`config.mk`:
```
export PLATFORM = sky130hd
export DESIGN_NAME = bir_mac
export DESIGN_NICKNAME = d
export VERILOG_FILES = /design/src/bir_pkg.sv /design/src/bir_mac.sv
export SDC_FILE = /design/constraint.sdc
export NUM_CORES = 1
export LEC_CHECK = 0
export ABC_AREA = 1
export ABC_CLOCK_PERIOD_IN_PS = 8450
export BUFFER_PORTS_ARGS = -buffer_cell sky130_fd_sc_hd__buf_4
export CORE_AREA = 2 2 160 318
export DETAILED_ROUTE_END_ITERATION = 7
export DIE_AREA = 0 0 162 320
export PLACE_DENSITY = 0.66
export SYNTH_ARGS = -nofsm -noshare
export SYNTH_HDL_FRONTEND = slang
export SYNTH_SLANG_ARGS = --single-unit
```
`constraint.sdc`:
```
create_clock -name clk_i -period 8.45 [get_ports clk_i]
set_input_delay 1.2675 -clock clk_i [delete_from_list [all_inputs] [get_ports clk_i]]
set_output_delay 1.2675 -clock clk_i [all_outputs]
set_load 0.01 [all_outputs]
```
`src/bir_pkg.sv`:
```
`timescale 1ns / 1ps

package bir_pkg;

  // Default frame store bounds.
  localparam int unsigned DEF_MAX_WIDTH  = 256;
  localparam int unsigned DEF_MAX_HEIGHT = 256;

  // Field widths.
  localparam int unsigned COORD_W = 12;
  localparam int unsigned CHAN_W  = 8;
  localparam int unsigned PIX_W   = 3 * CHAN_W;
  localparam int unsigned SIZE_W  = 9;
  localparam int unsigned STEP_W  = 24;
  localparam int unsigned FRAC_W  = 16;
  localparam int unsigned INT_W   = STEP_W + COORD_W - FRAC_W;

  // Shared multiplier and accumulator widths.
  localparam int unsigned MUL_A_W = 2 * (FRAC_W + 1) - 1;
  localparam int unsigned MUL_B_W = FRAC_W + 1;
  localparam int unsigned PROD_W  = MUL_A_W + MUL_B_W;
  localparam int unsigned WGT_W   = 2 * FRAC_W + 1;
  localparam int unsigned ACC_W   = 2 * FRAC_W + CHAN_W;

  // Configuration port.
  localparam int unsigned APB_DW = 32;
  localparam int unsigned APB_AW = 4;
  localparam int unsigned REG_IDX_W = 2;

  localparam logic [REG_IDX_W-1:0] REG_SOURCE_WIDTH  = 2'd0;
  localparam logic [REG_IDX_W-1:0] REG_SOURCE_HEIGHT = 2'd1;
  localparam logic [REG_IDX_W-1:0] REG_STEP_X        = 2'd2;
  localparam logic [REG_IDX_W-1:0] REG_STEP_Y        = 2'd3;

  // Item kinds.
  localparam logic KIND_LOAD    = 1'b0;
  localparam logic KIND_REQUEST = 1'b1;

  typedef struct packed {
    logic               kind;
    logic [COORD_W-1:0] column;
    logic [COORD_W-1:0] line;
    logic [CHAN_W-1:0]  red_in;
    logic [CHAN_W-1:0]  green_in;
    logic [CHAN_W-1:0]  blue_in;
  } in_item_t;

  typedef struct packed {
    logic [CHAN_W-1:0] red_out;
    logic [CHAN_W-1:0] green_out;
    logic [CHAN_W-1:0] blue_out;
  } out_item_t;

  // Control of the shared multiply-accumulate unit.
  typedef struct packed {
    logic acc_en;
    logic acc_clr;
  } mac_ctrl_t;

endpackage

```
`src/bir_mac.sv`:
```
`timescale 1ns / 1ps

module bir_mac (
  input  logic                         clk_i,
  input  bir_pkg::mac_ctrl_t           ctrl_i,
  input  logic [bir_pkg::MUL_A_W-1:0]  a_i,
  input  logic [bir_pkg::MUL_B_W-1:0]  b_i,
  output logic [bir_pkg::PROD_W-1:0]   prod_o,
  output logic [bir_pkg::ACC_W-1:0]    sum_o
);

  logic [bir_pkg::ACC_W-1:0] acc_q;
  logic [bir_pkg::ACC_W-1:0] acc_d;

  // The single multiplier shared by the position, weight and MAC steps of the sequencer.
  assign prod_o = bir_pkg::PROD_W'(a_i) * bir_pkg::PROD_W'(b_i);

  // Running sum; a cleared step starts a new sum from this product.
  assign sum_o = (ctrl_i.acc_clr ? '0 : acc_q) + prod_o[bir_pkg::ACC_W-1:0];
  assign acc_d = ctrl_i.acc_en ? sum_o : acc_q;

  always_ff @(posedge clk_i) begin
    acc_q <= acc_d;
  end

endmodule

```
==> results by group <==
Run status
  – Status: complete, but fails checks
  – Failing checks: setup timing

Layout
  – Share of layout cells above drive strength 1: between 30% and 40%
  – Largest regs: acc_q: 40 flops
  – Max reg flops: 40
  – Antenna fix cells: 0
  – Reg with most FFs: acc_q
  – Most common cell after layout, fill and taps aside: inv_1
  – Most frequent cells in the layout: 809 x inv_1, 694 x nand2_1, 597 x buf_4
  – Final Util: between 60% and 70%
  – Synth-to-Final Area Change: 46.2%
  – Nets: 4418

Die
  – Die H: around 320 um
  – I/O pin cnt: 143
  – DIE AREA: 51800 sq um
  – Placeable Area: slightly below 50000 sq um
  – Row cnt: ~120
  – Initial core utilization: between 40% and 50%
  – Die Wd: 162 um

Synth
  – Simple-Gate Fraction of Synth Area: 20.3%
  – Synth Area in Compound Gates: 5.17%
  – Post-synthesis xor/xnor area fraction: 2.93%
  – Top FF cell, synth: edfxtp_1
  – Async SR Flop Fraction: 0%
  – Post-synthesis adder-cell area fraction: 49.4%
  – Register bit total from synthesis: 40
  – Cell variety after synth: 44
  – Number of synthesis warnings: 0
  – Syn Nets: 3821
  – Mux cell area share after synthesis: 0%
  – Sequential area share after synthesis: under 10%
  – Post-synth EDFFs: 40
  – Post-Syn Instances: 3140
  – Synth Cell Area: between 20000 and 25000 sq um
  – Largest family of logic cells by synthesized area: adder cells
  – Mean Syn Cell Area: 7.31 sq um

Worst hold path
  – Worst hold path type: flip-flop to flip-flop
  – Min-delay src: acc_q[0]

Detailed routing
  – Via count: 23500
  – Detailed Route Iter0 Violations: 1382
  – WL/cell: 20.8 um
  – Via/cell ratio: 5.35
  – DRC viols: 0
  – DRT Wirelength: around 90000 um
  – First-pass detailed-route iteration total: 5
  – Antenna Violating Nets Remaining: 0

Clock network
  – Clock Latency Late Sink: 0.32 ns
  – CTS root buffer: clkbuf_16
  – Maximum clock path buffer count: 2
  – CTS H-tree depth: 2
  – CTS tree: yes
  – Inserted Clock Buffers: 5
  – CTS Sinks: 40
  – Cts hold-fix bufs: 0
  – Worst-path clk slew: 0.07 ns

GRT
  – Total track usage: 32.8%
  – First-pass GRT wire length: 132000 um
  – Largest net degree at the start of global routing: 41
  – Vias in the first global route: between 20000 and 30000
  – Antenna violations before repair: 1
  – Gr ovfl total: 0

Worst setup path
  – Worst Setup End Kind: primary output
  – Most used cell, CP: fa_1
  – WS Path Type: input pin to primary output
  – Slowest CP cell: fa_1
  – Worst EP required: about 7.2 ns
  – Type of origin of the critical path: input pin
  – CP Max Fanout: 14
  – Crit path from: a_i[12]
  – Reg-to-reg startpoint: acc_q[0]
  – Data arrival, critical path: 8.28 ns
  – Max stage delay on crit path: 0.56 ns

STA
  – # setup viols final: 26
  – Headroom to the max-slew limit: 57.6%
  – Crit share post-route: 113%
  – Final WS setup: -1.09 ns
  – Achievable Freq: 105 MHz
  – RSZ-0062 raised after global routing: true
  – Final Hold Vio Count: 0
  – Final hold slack: around 0.72 ns
  – Tmin final: 9.54 ns
  – Worst clock skew: 0.00598 ns
  – Slew @ Worst Pin: 0.636 ns
  – Slew Viols, Final: 0

Placed design
  – Placer Congestion: 0.988
  – Dpl ws: -1.33 ns
  – Dpl hpwl: 66400 um
  – IO buf count: 142

Flow run
  – Number of max-cap violations: 0
layout make-up:
type / instances / area (sq um)
Clock buffer: 5 / 125
Inverter: 899 / 3400
Tap cell: 643 / 805
Multi-Input combinational cell: 2062 / 21400
Timing Repair Buffer: 729 / 6590
Fill cell: 3782 / 15600
Clock inverter: 2 / 12.5
Sequential cell: 40 / 1200
synthesized netlist by cell type, types with 9 or more instances:
library cell	instances	area, sq um
a21oi_1	96	480
a31oi_1	16	100
clkbuf_1	138	518
edfxtp_1	40	1200
fa_1	465	9310
ha_1	163	2040
inv_1	889	3340
inv_2	9	33.8
nand2_1	803	3010
nand2_2	19	119
nand3_1	67	335
nand4_1	12	75.1
nor2_1	206	773
nor2_2	14	87.6
nor3_1	10	50.1
o21ai_0	38	190
o21ai_1	11	55.1
o21bai_1	11	82.6
xnor2_1	28	245
xor2_1	47	412
layer usage:
metal  wire [um]  track usage (%)
met1       27300             32.1
met2       47900             62.9
met3        5570             3.07
met4       10300             23.6
met5          10                0
critical path: cells and delay by family:
kind,cells,cell delay (ns)
AO/OA/AOI/OAI,7,1.46
XOR/XNOR,2,0.49
adder cells (fa/ha/maj),8,3.65
buffers and inverters,9,0.85
AND/OR/NAND/NOR,4,0.51
what timing repair did:
| action | 4_1_cts | 5_1_grt |
|---|---|---|
| cloned | 5 | 10 |
| pin swaps | 144 | 220 |
| setup endpoints to repair | 33 | 34 |
| setup buffers | 65 | 60 |
| gates resized for setup | 505 | 402 |
final timing paths:
path,slack [ns],to,cells past startpoint
setup / recovery,-1.09,sum_o[34],30
hold / removal,0.72,acc_q[0],3
setup reg to reg,5.06,acc_q[32],14
hold reg to reg,0.72,acc_q[0],3
metrics by stage:
step	instances	instance area (sq um)	setup TNS [ns]
6_report	4380	33600	-17.28
5_1_grt	4380	33600	-21.71
4_1_cts	4315	31200	-11.62
3_5_place_dp	4240	28300	-26.28
3_3_place_gp	4240	28300	-24.61
2_1_floorplan	3140	24100	-0.0767
cell families (layout without fill, tap and decap cells):
kind of cell             Yosys count  count (layout)
buffers and inverters           1038            1635
AO/OA/AOI/OAI                    206             206
flip-flops                        40              40
XOR/XNOR                          76              76
AND/OR/NAND/NOR                 1152            1152
adder cells (fa/ha/maj)          628             628
Power is left out: the tool's default activity adds up to more than one toggle a clock period on the data nets, which glitch-free logic cannot reach.
